[config.mk]
export PLATFORM = sky130hd
export DESIGN_NAME = prm_fifo
export DESIGN_NICKNAME = d
export VERILOG_FILES = /design/src/rtl/prm_pkg.sv /design/src/rtl/prm_fifo.sv
export SDC_FILE = /design/constraint.sdc
export NUM_CORES = 1
export LEC_CHECK = 0
export ABC_AREA = 0
export BUFFER_PORTS_ARGS = -buffer_cell sky130_fd_sc_hd__buf_2
export CAP_MARGIN = 25
export CORE_ASPECT_RATIO = 0.5
export CORE_MARGIN = 2
export CORE_UTILIZATION = 40
export DETAILED_ROUTE_END_ITERATION = 7
export PLACE_DENSITY = 0.74
export SYNTH_ARGS = -nofsm -noshare
export SYNTH_HDL_FRONTEND = slang
export SYNTH_SLANG_ARGS = --single-unit
[constraint.sdc]
create_clock -name clk_i -period 9.95 [get_ports clk_i]
set_input_delay 0.995 -clock clk_i [delete_from_list [all_inputs] [get_ports clk_i]]
set_output_delay 0.995 -clock clk_i [all_outputs]
set_load 0.01 [all_outputs]
[src/rtl/prm_pkg.sv]
// Shared types and constants of the probe round-trip matcher.
`default_nettype none
package prm_pkg;

  localparam int unsigned TABLE_DEPTH = 1024;
  localparam int unsigned IDX_W       = $clog2(TABLE_DEPTH);
  localparam int unsigned CNT_W       = $clog2(TABLE_DEPTH + 1);
  localparam int unsigned PCOUNT_W    = 11;
  localparam int unsigned ADDR_W      = 3;
  localparam int unsigned QUEUE_DEPTH = 2;
  localparam int unsigned QPTR_W      = $clog2(QUEUE_DEPTH);
  localparam int unsigned QCNT_W      = $clog2(QUEUE_DEPTH + 1);

  localparam logic [PCOUNT_W-1:0] PCOUNT_RESET = PCOUNT_W'(1024);
  localparam logic [31:0]         PROBE_MAGIC  = 32'h5049_4E47;
  localparam logic                REG_PROBE_COUNT = 1'b0;

  typedef enum logic [1:0] {
    OP_SEND  = 2'd0,
    OP_REPLY = 2'd1,
    OP_SWEEP = 2'd2
  } op_e;

  typedef enum logic [2:0] {
    ST_SENT    = 3'd0,
    ST_OK      = 3'd1,
    ST_RANGE   = 3'd2,
    ST_DUP     = 3'd3,
    ST_TIMEOUT = 3'd4,
    ST_LIMIT   = 3'd5
  } status_e;

  typedef enum logic [2:0] {
    CMD_SEND  = 3'd0,
    CMD_LIMIT = 3'd1,
    CMD_RANGE = 3'd2,
    CMD_DUP   = 3'd3,
    CMD_REPLY = 3'd4,
    CMD_SWEEP = 3'd5
  } cmd_kind_e;

  typedef struct packed {
    logic [1:0]  operation;
    logic [31:0] seq_in;
    logic [31:0] magic_in;
    logic [63:0] time_now;
  } in_item_t;

  typedef struct packed {
    logic [2:0]  status;
    logic [31:0] seq_out;
    logic [63:0] send_time;
    logic [63:0] recv_time;
    logic [63:0] rtt_ns;
  } result_t;

  // classified transaction handed from front to back
  typedef struct packed {
    cmd_kind_e        kind;
    logic [IDX_W-1:0] idx;
    logic [31:0]      seq;
    logic [63:0]      stamp;
  } cmd_t;

  typedef struct packed {
    logic        replied;
    logic [63:0] send_time;
  } entry_t;

endpackage
`default_nettype wire

[src/rtl/prm_fifo.sv]
// Short command queue between front and back.
`default_nettype none
module prm_fifo (
  input  wire logic          clk_i,
  input  wire logic          rst_ni,
  input  wire logic          push_i,
  input  wire prm_pkg::cmd_t cmd_i,
  input  wire logic          pop_i,
  output prm_pkg::cmd_t      cmd_o,
  output logic               empty_o,
  output logic               full_o
);

  prm_pkg::cmd_t                slot_q [prm_pkg::QUEUE_DEPTH];
  logic [prm_pkg::QPTR_W-1:0]   wr_ptr_q, rd_ptr_q;
  logic [prm_pkg::QCNT_W-1:0]   count_q;

  assign empty_o = (count_q == '0);
  assign full_o  = (count_q == prm_pkg::QCNT_W'(prm_pkg::QUEUE_DEPTH));
  assign cmd_o   = slot_q[rd_ptr_q];

  always_ff @(posedge clk_i) begin
    if (push_i) begin
      slot_q[wr_ptr_q] <= cmd_i;
    end
  end

  always_ff @(posedge clk_i or negedge rst_ni) begin
    if (!rst_ni) begin
      wr_ptr_q <= '0;
      rd_ptr_q <= '0;
      count_q  <= '0;
    end else begin
      if (push_i) begin
        wr_ptr_q <= (wr_ptr_q == prm_pkg::QPTR_W'(prm_pkg::QUEUE_DEPTH - 1))
                  ? '0 : wr_ptr_q + 1'b1;
      end
      if (pop_i) begin
        rd_ptr_q <= (rd_ptr_q == prm_pkg::QPTR_W'(prm_pkg::QUEUE_DEPTH - 1))
                  ? '0 : rd_ptr_q + 1'b1;
      end
      if (push_i && !pop_i) begin
        count_q <= count_q + 1'b1;
      end else if (pop_i && !push_i) begin
        count_q <= count_q - 1'b1;
      end
    end
  end

endmodule
`default_nettype wire

==> impl_metrics.py <==
metrics = {
    "setup_path": {
        "r2r-start": "wr_ptr_q",
        "arrival_ns": 2.54,
        "critPathCapture": "cmd_o[33]",
        "crit_fanout": 48,
        "reg2reg_to": "slot_q[1][50]",
        "startpoint": "rd_ptr_q",
        "r2r_cells": 2,
        "critPathCaptureType": "output pin",
        "start_kind": "register",
        "worstPathRequired_ns": 8.96,
        "reg2reg_slack_ns": 7.66,
        "path_class": "reg2out",
    },
    "sta": {
        "tns_ns": 0,
        "rsz0062_at_grt": "no",
        "slew_violations": 0,
        "fmax_mhz": 282.6,
        "finalHoldViolations": 0,
        "worst_slew_pin_slew_ns": 0.9135,
        "fin_crit_ns": 3.539,
        "setup_viol": 0,
        "fin_crit_sh": 0.3557,
        "finClkSkew_ns": 0.02102,
        "slew_headroom": 0.3910,
    },
    "synthesis": {
        "syn_nets": 469,
        "synth_top_area_cell": "edfxtp_1",
        "synth_warnings": 0,
        "netlist_instances": 355,
        "ys_seq_elements": 222,
        "synth_area_leaders": "edfxtp_1 (77%), mux2_4 (18%), buf_12 (2.3%)",
        "syn_avg_cell_area_sq_um": 24.09,
        "synth_top_area_frac": 0.7655,
        "netlist_area_sq_mm": 0.008552,
        "ys_seq_area_frac": 0.7772,
        "synth_cell_types": 14,
    },
    "floorplan": {
        "die_area_sq_mm": 0.02264,
        "fp.dieH_um": 107.4,
        "core_sq_mm": 0.02074,
        "initial_core_util": 0.4123,
        "io_pins": 224,
        "rows": 37,
        "die_w_um": 210.8,
    },
    "route": {
        "firstDrtPassIters": 4,
        "drc": 0,
        "drt-initial-drc-count": 281,
        "via_count": 4084,
        "post_drt_via_cell_ratio": 4.636,
        "wl_per_cell_um": 18.30,
        "routed_wirelength_mm": 16.12,
        "ant_nets": 0,
    },
    "grt": {
        "gr-total-overflow": 0,
        "grt_max_degree": 67,
        "grtUsageTotal": 0.1383,
        "first_global_vias": 4321,
        "antenna_found_initial": 3,
        "grt_pass1_wl_mm": 23.56,
    },
    "cells_and_area": {
        "drive_gt1_frac": 0.6040,
        "postLayoutCellArea_sq_mm": 0.01047,
        "syn_to_final_growth_pct": 22.40,
        "fin_nets": 708,
        "fin_util": 0.5047,
        "final_cells": 881,
        "final_common_cell": "buf_2",
        "mostFrequentLayoutCells": "buf_2 (223), edfxtp_1 (218), mux2_4 (100)",
    },
    "clock_tree": {
        "clock-sinks": 222,
        "cts_root_buf": "clkbuf_16",
        "ctsResizeCount": 0,
        "cts_hold_buf": 0,
        "cts_tree": "built",
        "cts_buffers": 21,
        "cts_max_level": 1,
        "post_cts_buffers": 0,
        "clock_latency_ns": 0.51,
        "clock_path_buffers": 3,
        "clkSlewWorstSetupHoldPaths_ns": 0.06,
    },
    "pwr": {
        "power.density_mw_per_mm2": 283.7,
        "p_leak_nw": 4.198,
        "ir_worst_vdd_v": 0.0001574,
    },
    "placement": {
        "dp_cells": 844,
        "place_area_sq_mm": 0.009844,
        "dpl.hpwl_mm": 10.71,
        "port_buffers": 223,
        "gp_congestion": 0.7731,
    },
    "worst_hold_path": {
        "hold_class": "in2async",
    },
    "status": {
        "outcome": "completed",
    },
    "job": {
        "max_cap_viol_count": 0,
    },
}
==> layer usage <==
metal  track usage  share of wire  vias to the layer above
li1              -              -                     1895
met1        0.1586           0.38                     2038
met2        0.2454           0.53                      102
met3       0.03821          0.045                       47
met4       0.05986          0.040                        2
met5             0        0.00081                        -
==> critical path, stage by stage (launching register included) <==
cell,delay (ns)
dfrtp_4,0.70
buf_4,0.75
mux2_4,0.35
buf_2,0.14
==> area by class of cell <==
type | count | area (sq um)
tap | 273 | 341.6
inverter | 1 | 3.754
clock buffer | 26 | 544.3
fill | 1718 | 10270
multi-input combinational | 120 | 1695
timing repair buffer | 228 | 1154
clock inverter | 9 | 73.82
antenna | 2 | 5.005
sequential | 222 | 6650
==> sequential cells by signal (all words and copies together), names as in the netlist <==
| signal | count |
|---|---|
| slot_q | 218 |
| count_q | 2 |
| wr_ptr_q | 1 |
| rd_ptr_q | 1 |
==> Yosys cell counts <==
master	number
nor2b_1	2
inv_1	1
and2_1	1
buf_2	1
edfxtp_1	218
mux2_4	100
buf_6	1
xor2_1	4
dfrtp_1	4
nor2_1	2
ha_1	1
xnor2_1	1
buf_12	10
mux2_2	9
==> per-stage QoR <==
stage | worst slack, ns | hold slack (ns) | power (mW)
final | 6.411 | 0.2860 | 2.969
after global routing | 6.269 | 0.2557 | 3.112
after CTS | 6.324 | 0.2633 | 3.019
after detailed placement | 6.898 | 0.5102 | 2.270
after global placement | 6.887 | 0.4738 | 2.251
after floorplan | 3.627 | 0.4555 | 2.043
==> where the power goes <==
part,switching [mW],internal (mW),total (mW)
logic,0.447,0.469,0.916
clock network,0.325,0.414,0.739
registers,0.0706,1.24,1.31
==> how the worst min path moves through the flow <==
stage | to | slack (ns) | cells after the start
floorplan | wr_ptr_q | 0.46 | 1
global placement | count_q[1] | 0.47 | 1
detailed placement | count_q[1] | 0.51 | 1
CTS | count_q[0] | 0.26 | 1
global route | rd_ptr_q | 0.26 | 1
finish | rd_ptr_q | 0.29 | 1
==> kinds of logic after synthesis <==
group	share of synthesized area
DFF	0.7772
and+or+nand+nor	0.003073
muxes	0.1874
adders and majority gates	0.001463
xor gates and xnor gates	0.005120
buffers and inverters	0.02575
Note: power is estimated with default switching activity, not from simulation.
