## src/rtl/prm_pkg.sv

```systemverilog
// Shared types and constants of the probe round-trip matcher.
`default_nettype none
package prm_pkg;

  localparam int unsigned TABLE_DEPTH = 1024;
  localparam int unsigned IDX_W       = $clog2(TABLE_DEPTH);
  localparam int unsigned CNT_W       = $clog2(TABLE_DEPTH + 1);
  localparam int unsigned PCOUNT_W    = 11;
  localparam int unsigned ADDR_W      = 3;
  localparam int unsigned QUEUE_DEPTH = 2;
  localparam int unsigned QPTR_W      = $clog2(QUEUE_DEPTH);
  localparam int unsigned QCNT_W      = $clog2(QUEUE_DEPTH + 1);

  localparam logic [PCOUNT_W-1:0] PCOUNT_RESET = PCOUNT_W'(1024);
  localparam logic [31:0]         PROBE_MAGIC  = 32'h5049_4E47;
  localparam logic                REG_PROBE_COUNT = 1'b0;

  typedef enum logic [1:0] {
    OP_SEND  = 2'd0,
    OP_REPLY = 2'd1,
    OP_SWEEP = 2'd2
  } op_e;

  typedef enum logic [2:0] {
    ST_SENT    = 3'd0,
    ST_OK      = 3'd1,
    ST_RANGE   = 3'd2,
    ST_DUP     = 3'd3,
    ST_TIMEOUT = 3'd4,
    ST_LIMIT   = 3'd5
  } status_e;

  typedef enum logic [2:0] {
    CMD_SEND  = 3'd0,
    CMD_LIMIT = 3'd1,
    CMD_RANGE = 3'd2,
    CMD_DUP   = 3'd3,
    CMD_REPLY = 3'd4,
    CMD_SWEEP = 3'd5
  } cmd_kind_e;

  typedef struct packed {
    logic [1:0]  operation;
    logic [31:0] seq_in;
    logic [31:0] magic_in;
    logic [63:0] time_now;
  } in_item_t;

  typedef struct packed {
    logic [2:0]  status;
    logic [31:0] seq_out;
    logic [63:0] send_time;
    logic [63:0] recv_time;
    logic [63:0] rtt_ns;
  } result_t;

  // classified transaction handed from front to back
  typedef struct packed {
    cmd_kind_e        kind;
    logic [IDX_W-1:0] idx;
    logic [31:0]      seq;
    logic [63:0]      stamp;
  } cmd_t;

  typedef struct packed {
    logic        replied;
    logic [63:0] send_time;
  } entry_t;

endpackage
`default_nettype wire

```

## src/rtl/prm_front.sv

```systemverilog
// Front end: accepts transactions, assigns sequence numbers, classifies.
`default_nettype none
module prm_front (
  input  wire logic                     clk_i,
  input  wire logic                     rst_ni,
  input  wire logic                     start,
  input  wire prm_pkg::in_item_t        in_item_i,
  input  wire logic [prm_pkg::CNT_W-1:0] limit_i,
  input  wire logic                     full_i,
  output logic                          push_o,
  output prm_pkg::cmd_t                 cmd_o
);

  logic [prm_pkg::CNT_W-1:0] next_seq_q, next_seq_d;
  logic                      accept;
  logic [31:0]               seq_ext;
  logic [31:0]               lim_ext;

  assign accept  = start && !full_i;
  assign seq_ext = 32'(next_seq_q);
  assign lim_ext = 32'(limit_i);

  always_comb begin
    push_o      = 1'b0;
    next_seq_d  = next_seq_q;
    cmd_o.kind  = prm_pkg::CMD_DUP;
    cmd_o.idx   = in_item_i.seq_in[prm_pkg::IDX_W-1:0];
    cmd_o.seq   = in_item_i.seq_in;
    cmd_o.stamp = in_item_i.time_now;
    if (accept) begin
      unique case (in_item_i.operation)
        prm_pkg::OP_SEND: begin
          push_o    = 1'b1;
          cmd_o.seq = seq_ext;
          if (next_seq_q >= limit_i) begin
            cmd_o.kind = prm_pkg::CMD_LIMIT;
          end else begin
            cmd_o.kind = prm_pkg::CMD_SEND;
            cmd_o.idx  = next_seq_q[prm_pkg::IDX_W-1:0];
            next_seq_d = next_seq_q + 1'b1;
          end
        end
        prm_pkg::OP_REPLY: begin
          if (in_item_i.magic_in == prm_pkg::PROBE_MAGIC) begin
            push_o = 1'b1;
            // entries below next_seq have been written by a send
            if (in_item_i.seq_in >= lim_ext) begin
              cmd_o.kind = prm_pkg::CMD_RANGE;
            end else if (in_item_i.seq_in < seq_ext) begin
              cmd_o.kind = prm_pkg::CMD_REPLY;
            end else begin
              cmd_o.kind = prm_pkg::CMD_DUP;
            end
          end
        end
        prm_pkg::OP_SWEEP: begin
          if (in_item_i.seq_in < lim_ext && in_item_i.seq_in < seq_ext) begin
            push_o     = 1'b1;
            cmd_o.kind = prm_pkg::CMD_SWEEP;
          end
        end
        default: begin
          push_o = 1'b0;
        end
      endcase
    end
  end

  always_ff @(posedge clk_i or negedge rst_ni) begin
    if (!rst_ni) begin
      next_seq_q <= '0;
    end else begin
      next_seq_q <= next_seq_d;
    end
  end

endmodule
`default_nettype wire

```

## config.mk

```make
export PLATFORM = sky130hd
export DESIGN_NAME = prm_front
export DESIGN_NICKNAME = d
export VERILOG_FILES = /design/src/rtl/prm_pkg.sv /design/src/rtl/prm_front.sv
export SDC_FILE = /design/constraint.sdc
export NUM_CORES = 1
export LEC_CHECK = 0
export BUFFER_PORTS_ARGS = -buffer_cell sky130_fd_sc_hd__buf_2
export CORE_MARGIN = 8
export CORE_UTILIZATION = 32
export DETAILED_ROUTE_END_ITERATION = 10
export GPL_TIMING_DRIVEN = 0
export PLACE_DENSITY_LB_ADDON = 0.12
export SETUP_SLACK_MARGIN = 0.1
export SYNTH_ARGS = -nofsm -noshare
export SYNTH_HDL_FRONTEND = slang
export SYNTH_SLANG_ARGS = --single-unit
```

## constraint.sdc

```tcl
create_clock -name clk_i -period 1.97 [get_ports clk_i]
set_input_delay 0.0985 -clock clk_i [delete_from_list [all_inputs] [get_ports clk_i]]
set_output_delay 0.0985 -clock clk_i [all_outputs]
set_load 0.01 [all_outputs]
```

==> results.yml <==
synthesis:
  synth_area_leaders: "buf_4 (20%), ha_1 (17%), dfrtp_1 (12%)"
  postSynth.asyncResetShare: 1.000
  synth.cell_area_um2: 2392
  synth.distinct_cells: 43
  synth_edf_count: 0
  yosysSeqAreaShare: 0.1151
  synth_nets: 468
  synth_seq_cells: 11
  synth_ff_type: "dfrtp_1"
  ys_warn_count: 0
  synth_top_area_share: 0.2040
  synthesis.instances: 290
  synth_area_per_cell_um2: 8.249
  netlist_top_cells_count: "buf_4 (65), ha_1 (33), nor2b_1 (26), inv_1 (23), mux2_2 (14)"
  synth_area_leader_cell: "buf_4"
  yosys.cell_count.top_type: "buf_4"
clock_network:
  clkLatencyLatePin_ps: 250
  cts.sinks: 11
  cts_root_buffer: "clkbuf_8"
  cts_buffer_depth: 2
  h-tree-depth: 1
  path_clk_slew_ps: 50
  cts_inserted_buffers: 3
  cts_tree: "built"
power:
  powerDensity_nw_per_um2: 464.6
  vdd_drop_max_mv: 0.3812
  p_leak_nw: 2.195
critical_path:
  critical-path-top-delay-family: "compound AO/OA/AOI/OAI gates"
  r2r-start: "next_seq_q[4]"
  crit_arrival_ps: 2430
  critPathKind: "reg2out"
  crit_chain: "ha_4, a21o_1, a211o_1, a41oi_2, o311a_1, buf_6, buf_12, mux2_4, buf_6"
  reg2reg_to: "next_seq_q[7]"
  reg2reg_slack_ps: -490
  path_depth: 9
  startpoint: "next_seq_q[4]"
  endpoint: "cmd_o[105]"
  rr_worst_depth: 12
  path_max_fanout: 6
  crit_top_cell: "buf_6"
  cp_slowest_cell: "dfrtp_1"
  startpoint_type: "flip-flop"
  worstPathRequired_ps: 1870
  cp-end-kind: "primary output"
  critPathBufInv: 3
  slowest_delay_ps: 420
drt:
  drc: 0
  post_drt_wl_per_cell_um: 16.79
  viasPerCell: 4.618
  vias: 2854
  drt_iter0_drc: 68
  ant_nets: 0
  first_pass_iters: 4
  finalWirelength_um: 10380
timing:
  finalCritPeriodShare: 1.283
  hold_viol_final: 0
  rsz0062_at_grt: "true"
  max_slew.worst_pin.slew_ps: 596.3
  fin_ws_ps: -558.4
  setup_viol: 25
  drv_slew: 0
  layout_min_cycle_time_ps: 2528
  fmax_mhz: 395.5
  clock-skew-final_ps: 3.184
  timing.setup.tns_ps: -11150
  maxSlewHeadroom: 0.5994
layout:
  num-nets-final: 698
  layout.area.seq_um2: 286.5
  layout-drive-gt1-share: 0.7013
  diodes: 0
  multi_input_area_um2: 1809
  fillers: 682
  fin_area_um2: 4212
  area_growth_pct: 76.05
  max_flop_register: "next_seq_q"
  largest_reg_flops: 11
  top_regs: "next_seq_q (11)"
  utilization: 0.5806
floorplan:
  pin_count: 255
  core-area_um2: 7253
  die_w_um: 102.5
  die_h_um: 102.5
  rows: 31
  initial_utilization: 0.3298
  die_area_um2: 10500
global_routing:
  grt_usage: 0.1759
  grt_first_pass_wirelength_um: 14670
  grt_pass1_vias: 2874
  antenna_found_initial: 0
  grt-ovfl-total: 0
  grt_start_max_net_pins: 12
placed_design:
  place_hpwl_um: 8474
  gp_congestion: 0.8036
  postPlaceCellArea_um2: 3528
  port_buffers: 190
status:
  violations: "setup timing"
  status: "finished with violations"
worst_hold_path:
  min_path_type: "in2async"
flow_run:
  maxCapViolCount: 0
==> where the power goes <==
part	switching (mW)	internal, mW
Combinational	0.624	0.751
Sequential	0.0668	0.275
Clock	0.0964	0.143
==> worst min path at each step <==
stage	from	to	slack [ps]
after CTS	rst_ni	next_seq_q[4]	260
after global routing	rst_ni	next_seq_q[4]	290
after floorplan	rst_ni	next_seq_q[0]	-200
final	rst_ni	next_seq_q[4]	260
after detailed placement	rst_ni	next_seq_q[7]	-9
after global placement	rst_ni	next_seq_q[7]	-20
==> final cells by class <==
cell class / instances / share of cell area
multi-input cells: 186 / 0.4296
clock buffers: 4 / 0.01070
inverters: 23 / 0.02109
well taps: 99 / 0.02941
plain buffers: 70 / 0.1292
repair buffers: 225 / 0.3119
flip-flops and latches: 11 / 0.06803
==> metal layers <==
metal | wire (um) | vias to the layer above | GRT usage
met5 | 0 | - | 0
met1 | 3816 | 1296 | 0.1913
met2 | 5444 | 128 | 0.3362
met4 | 135 | 0 | 0.04515
met3 | 979 | 13 | 0.03338
li1 | - | 1417 | -
==> kinds of logic after synthesis <==
| logic type | after synthesis | share of synthesized area |
|---|---|---|
| AOI/OAI and AO/OA | 32 | 0.08787 |
| xor gates and xnor gates | 10 | 0.03661 |
| muxes | 19 | 0.08943 |
| buffers and inverters | 93 | 0.2558 |
| and+or+nand+nor | 92 | 0.2427 |
| DFF | 11 | 0.1151 |
| adders and majority gates | 33 | 0.1726 |
==> through the flow <==
step	setup WS [ps]	hold WS (ps)	instances	power (mW)
2_1_floorplan	-121.3	-197.1	290	0.8447
3_3_place_gp	-473.3	-18.52	579	1.159
3_5_place_dp	-514.1	-9.184	579	1.182
4_1_cts	-538.0	260.7	607	1.796
5_1_grt	-668.9	289.9	618	2.085
6_report	-558.4	257.5	618	1.957
==> cells in the final DEF, fill, tap and decap left out, drive strengths merged, types with 5 or more instances in the layout <==
master,count
a21oi,9
buf,292
clkbuf,6
dfrtp,11
ha,33
inv,23
mux2,19
nand2,12
nand3,8
nand4,9
nor2,7
nor2b,26
nor3,5
nor4,8
o21ai,7
xnor2,10
==> repair_timing <==
item | in CTS | in global routing
pin swaps | 19 | 19
setup endpoints to repair | 31 | 31
hold buffers | 1 | 0
setup buffers | 24 | 13
gates resized for setup | 46 | 31
hold endpoints to repair | 11 | 0
Power figures use the tool's default switching activity.
