### src/rtl/prm_pkg.sv
// Shared types and constants of the probe round-trip matcher.
`default_nettype none
package prm_pkg;

  localparam int unsigned TABLE_DEPTH = 1024;
  localparam int unsigned IDX_W       = $clog2(TABLE_DEPTH);
  localparam int unsigned CNT_W       = $clog2(TABLE_DEPTH + 1);
  localparam int unsigned PCOUNT_W    = 11;
  localparam int unsigned ADDR_W      = 3;
  localparam int unsigned QUEUE_DEPTH = 2;
  localparam int unsigned QPTR_W      = $clog2(QUEUE_DEPTH);
  localparam int unsigned QCNT_W      = $clog2(QUEUE_DEPTH + 1);

  localparam logic [PCOUNT_W-1:0] PCOUNT_RESET = PCOUNT_W'(1024);
  localparam logic [31:0]         PROBE_MAGIC  = 32'h5049_4E47;
  localparam logic                REG_PROBE_COUNT = 1'b0;

  typedef enum logic [1:0] {
    OP_SEND  = 2'd0,
    OP_REPLY = 2'd1,
    OP_SWEEP = 2'd2
  } op_e;

  typedef enum logic [2:0] {
    ST_SENT    = 3'd0,
    ST_OK      = 3'd1,
    ST_RANGE   = 3'd2,
    ST_DUP     = 3'd3,
    ST_TIMEOUT = 3'd4,
    ST_LIMIT   = 3'd5
  } status_e;

  typedef enum logic [2:0] {
    CMD_SEND  = 3'd0,
    CMD_LIMIT = 3'd1,
    CMD_RANGE = 3'd2,
    CMD_DUP   = 3'd3,
    CMD_REPLY = 3'd4,
    CMD_SWEEP = 3'd5
  } cmd_kind_e;

  typedef struct packed {
    logic [1:0]  operation;
    logic [31:0] seq_in;
    logic [31:0] magic_in;
    logic [63:0] time_now;
  } in_item_t;

  typedef struct packed {
    logic [2:0]  status;
    logic [31:0] seq_out;
    logic [63:0] send_time;
    logic [63:0] recv_time;
    logic [63:0] rtt_ns;
  } result_t;

  // classified transaction handed from front to back
  typedef struct packed {
    cmd_kind_e        kind;
    logic [IDX_W-1:0] idx;
    logic [31:0]      seq;
    logic [63:0]      stamp;
  } cmd_t;

  typedef struct packed {
    logic        replied;
    logic [63:0] send_time;
  } entry_t;

endpackage
`default_nettype wire

### src/rtl/prm_cfg.sv
// APB register file: probe count and the derived active limit.
`default_nettype none
module prm_cfg (
  input  wire logic                        clk_i,
  input  wire logic                        rst_ni,
  input  wire logic                        psel,
  input  wire logic                        penable,
  input  wire logic                        pwrite,
  input  wire logic [prm_pkg::ADDR_W-1:0]  paddr,
  input  wire logic [31:0]                 pwdata,
  output logic [31:0]                      prdata,
  output logic                             pready,
  output logic [prm_pkg::CNT_W-1:0]        limit_o
);

  logic [prm_pkg::PCOUNT_W-1:0] probe_count_q, probe_count_d;
  logic                         reg_sel;

  // register index is the word address; byte offset bits are ignored
  assign reg_sel = (paddr[2] == prm_pkg::REG_PROBE_COUNT);
  assign pready  = 1'b1;

  always_comb begin
    probe_count_d = probe_count_q;
    if (psel && penable && pwrite && reg_sel) begin
      probe_count_d = pwdata[prm_pkg::PCOUNT_W-1:0];
    end
  end

  always_ff @(posedge clk_i or negedge rst_ni) begin
    if (!rst_ni) begin
      probe_count_q <= prm_pkg::PCOUNT_RESET;
    end else begin
      probe_count_q <= probe_count_d;
    end
  end

  assign prdata = reg_sel ? 32'(probe_count_q) : 32'd0;

  assign limit_o = (32'(probe_count_q) < 32'(prm_pkg::TABLE_DEPTH))
                 ? prm_pkg::CNT_W'(probe_count_q)
                 : prm_pkg::CNT_W'(prm_pkg::TABLE_DEPTH);

endmodule
`default_nettype wire

### config.mk
export PLATFORM = sky130hd
export DESIGN_NAME = prm_cfg
export DESIGN_NICKNAME = d
export VERILOG_FILES = /design/src/rtl/prm_pkg.sv /design/src/rtl/prm_cfg.sv
export SDC_FILE = /design/constraint.sdc
export NUM_CORES = 1
export LEC_CHECK = 0
export BUFFER_PORTS_ARGS = -buffer_cell sky130_fd_sc_hd__buf_2
export CELL_PAD_IN_SITES_DETAIL_PLACEMENT = 0
export CELL_PAD_IN_SITES_GLOBAL_PLACEMENT = 1
export CORE_UTILIZATION = 25
export CTS_CLUSTER_SIZE = 28
export DETAILED_ROUTE_END_ITERATION = 12
export GPL_TIMING_DRIVEN = 0
export PLACE_DENSITY_LB_ADDON = 0.15
export SYNTH_ARGS = -nofsm -noshare
export SYNTH_HDL_FRONTEND = slang
export SYNTH_SLANG_ARGS = --single-unit
### constraint.sdc
create_clock -name clk_i -period 2.1 [get_ports clk_i]
set_clock_uncertainty 0.1 [all_clocks]
set_input_delay 0.315 -clock clk_i [delete_from_list [all_inputs] [get_ports clk_i]]
set_output_delay 0.315 -clock clk_i [all_outputs]
set_load 0.05 [all_outputs]
==> impl_metrics.env <==
export IMPL_fillerInstances=321
export IMPL_hold_viol=0
export IMPL_post_cts_setup_repair_buffer_count=0
export IMPL_area_delta_synth_final_pct=44.6
export IMPL_vias_after_detailed_routing=599
export IMPL_fmax_mhz=564
export IMPL_avgViaCountPerCell=3.37
export IMPL_synthesis_area_per_instance_um2=11.0
export IMPL_synth_cell_area_um2=793
export IMPL_category_of_the_worst_setup_path_capture_point="output port"
export IMPL_crit_reg2reg_launch="probe_count_q[10]"
export IMPL_aggregate_negative_setup_slack_ns=0
export IMPL_clk_latency_ns=0.27
export IMPL_initial_antenna_violation_count=0
export IMPL_tritoncts_clock_tree="built"
export IMPL_setup_violations=0
export IMPL_numPortBuffers=38
export IMPL_power_density_nw_per_um2=940
export IMPL_finalWirelength_mm=1.52
export IMPL_clk_pin_slew_worst_paths_ns=0.08
export IMPL_placement_setup_slack_ns=0.324
export IMPL_crit_fanout=13
export IMPL_drive_above_1_share_pct=59.0
export IMPL_grt_total_usage_pct=8.71
export IMPL_placeableCoreArea_um2=3030
export IMPL_final_antenna_net_count=0
export IMPL_timing_final_ws_setup_ns=0.326
export IMPL_floorplan_die_width_um=58.3
export IMPL_critPathLaunchType="register"
export IMPL_cts_htree_levels=1
export IMPL_maxCapViolCount=0
export IMPL_yosysWarningCount=0
export IMPL_clock_sinks=11
export IMPL_hp_class="in2reg"
export IMPL_slew_violations=0
export IMPL_fp_dieH_um=58.3
export IMPL_max_stage_delay_ns=0.67
export IMPL_crit_type="reg2out"
export IMPL_grt_ovfl_total=0
export IMPL_gp_congestion=0.631
export IMPL_layout_nets=175
export IMPL_cts_buffers_inserted=3
export IMPL_floorplan_io_pins=84
export IMPL_drt_iter0_drc=14
export IMPL_detailedRoute_firstPassIterationCount=2
export IMPL_regMostFlops="probe_count_q"
export IMPL_grt_setup_unrepaired="no"
export IMPL_initial_utilization_pct=26.2
export IMPL_place_detailed_instances=174
export IMPL_static_leakage_power_nw=0.688
export IMPL_run_status="finished clean"
export IMPL_grt_start_max_net_pins=12
export IMPL_clock_tree_root_cell="sky130_fd_sc_hd__clkbuf_4"
export IMPL_worstSetupStartpoint="probe_count_q[10]"
export IMPL_grt_pass1_vias=505
export IMPL_post_cts_resized=0
export IMPL_ctsLongestPathBuffers=2
export IMPL_syn_inst=72
export IMPL_largest_register_ffs=11
export IMPL_ys_seq_elements=11
export IMPL_cell_row_count=20
export IMPL_cp_cell_sequence="nor2b_1 > buf_2"
export IMPL_yosysUniqueCellTypes=11
export IMPL_critPathArrivalTime_ns=1.36
export IMPL_design_die_area_um2=3400
export IMPL_grt_pass1_wl_mm=2.25
export IMPL_wire_per_inst_um=8.56
export IMPL_timing_critical_path_required_ns=1.68
export IMPL_drc=0
export IMPL_period_share_pct=84.5
export IMPL_period_minus_slack_ns=1.77
export IMPL_antenna_diode_count=0
export IMPL_sequential_fraction_of_the_synthesis_area_pct=34.9
export IMPL_power_ir_vdd_worst_mv=0.184
export IMPL_detailed_placer_s_ending_hpwl_mm=1.23
export IMPL_final_cells=178
export IMPL_worst_hold_startpoint="pwdata[8]"
export IMPL_slowest_stage="sky130_fd_sc_hd__dfstp_2"
export IMPL_reg_top3="probe_count_q (11)"
## synthesized netlist by cell type
cell | count | area (um^2)
sky130_fd_sc_hd__dfstp_2 | 1 | 26.3
sky130_fd_sc_hd__and2b_1 | 1 | 7.51
sky130_fd_sc_hd__buf_6 | 1 | 11.3
sky130_fd_sc_hd__dfrtp_1 | 10 | 250
sky130_fd_sc_hd__conb_1 | 2 | 7.51
sky130_fd_sc_hd__mux2_4 | 10 | 150
sky130_fd_sc_hd__nand4b_4 | 1 | 23.8
sky130_fd_sc_hd__mux2_2 | 1 | 11.3
sky130_fd_sc_hd__nor2b_1 | 20 | 125
sky130_fd_sc_hd__buf_4 | 23 | 173
sky130_fd_sc_hd__clkbuf_1 | 2 | 7.51
## placed cells by master, fill, tap and decap left out
master / n
sky130_fd_sc_hd__and2b_1: 1
sky130_fd_sc_hd__buf_2: 38
sky130_fd_sc_hd__buf_4: 23
sky130_fd_sc_hd__buf_6: 1
sky130_fd_sc_hd__clkbuf_1: 1
sky130_fd_sc_hd__clkbuf_4: 3
sky130_fd_sc_hd__clkinv_2: 1
sky130_fd_sc_hd__conb_1: 22
sky130_fd_sc_hd__dfrtp_1: 10
sky130_fd_sc_hd__dfstp_2: 1
sky130_fd_sc_hd__dlygate4sd3_1: 1
sky130_fd_sc_hd__mux2_2: 1
sky130_fd_sc_hd__mux2_4: 10
sky130_fd_sc_hd__nand4b_4: 1
sky130_fd_sc_hd__nor2b_1: 20
## through the flow
stage          instance area [um^2]  utilization [%]  hold WS (ns)  power [W]
6_report                       1150             37.9         0.170    0.00108
5_1_grt                        1150             37.9         0.158    0.00113
4_1_cts                        1150             38.0         0.161    0.00109
3_5_place_dp                   1110             36.8         0.102   0.000939
2_1_floorplan                   868                -       -0.0806   0.000825
3_3_place_gp                   1110             36.8         0.106   0.000936
## what timing repair did
item,4_1_cts,5_1_grt
hold buffers,1,0
endpoints found under the setup margin,0,1
endpoints found under the hold margin,10,0
## where the power goes
group	switching [W]	internal, W	leakage (nW)
Combinational	0.000432	0.000194	0.540
Clock	0.0000768	0.0000704	0.0177
Sequential	0.0000431	0.000262	0.131
Total	0.000551	0.000527	0.688
## worst paths after layout
| kind | end | slack [ns] | cells past startpoint |
|---|---|---|---|
| max | prdata[10] | 0.33 | 2 |
| max in group asynchronous | probe_count_q[10] | 1.29 | 2 |
| max reg2reg | probe_count_q[10] | 1.09 | 1 |
| min | probe_count_q[8] | 0.17 | 2 |
| min reg2reg | probe_count_q[0] | 0.42 | 1 |
| min in group asynchronous | probe_count_q[8] | 0.34 | 2 |
## layer usage
layer / vias to the layer above / global-route usage [%] / share of wire (%)
met4: 0 / 0 / 0
met5: - / 0 / 0
met1: 260 / 10.2 / 44
li1: 303 / - / -
met2: 36 / 15.4 / 45
met3: 0 / 4.18 / 10
## critical path, delay by kind of cell (launching register included)
kind | cells | cell delay (ns)
buf+inv | 1 | 0.27
simple gates | 1 | 0.15
flops | 1 | 0.67
## cells by family after synthesis
kind of cell	synth area share, %
simple gates	19.7
mux	20.3
buf+inv	24.1
other cells	0.947
flops	34.9
## final cells by class
class | count | area [um^2] | area share (%)
Sequential cell | 11 | 277 | 24.1
Buffer | 25 | 188 | 16.4
Multi-Input combinational cell | 55 | 400 | 34.9
Tap cell | 44 | 55.1 | 4.80
Clock buffer | 3 | 22.5 | 1.96
Clock inverter | 1 | 5.00 | 0.436
Timing Repair Buffer | 39 | 200 | 17.4
Note: power is estimated with default switching activity, not from simulation.
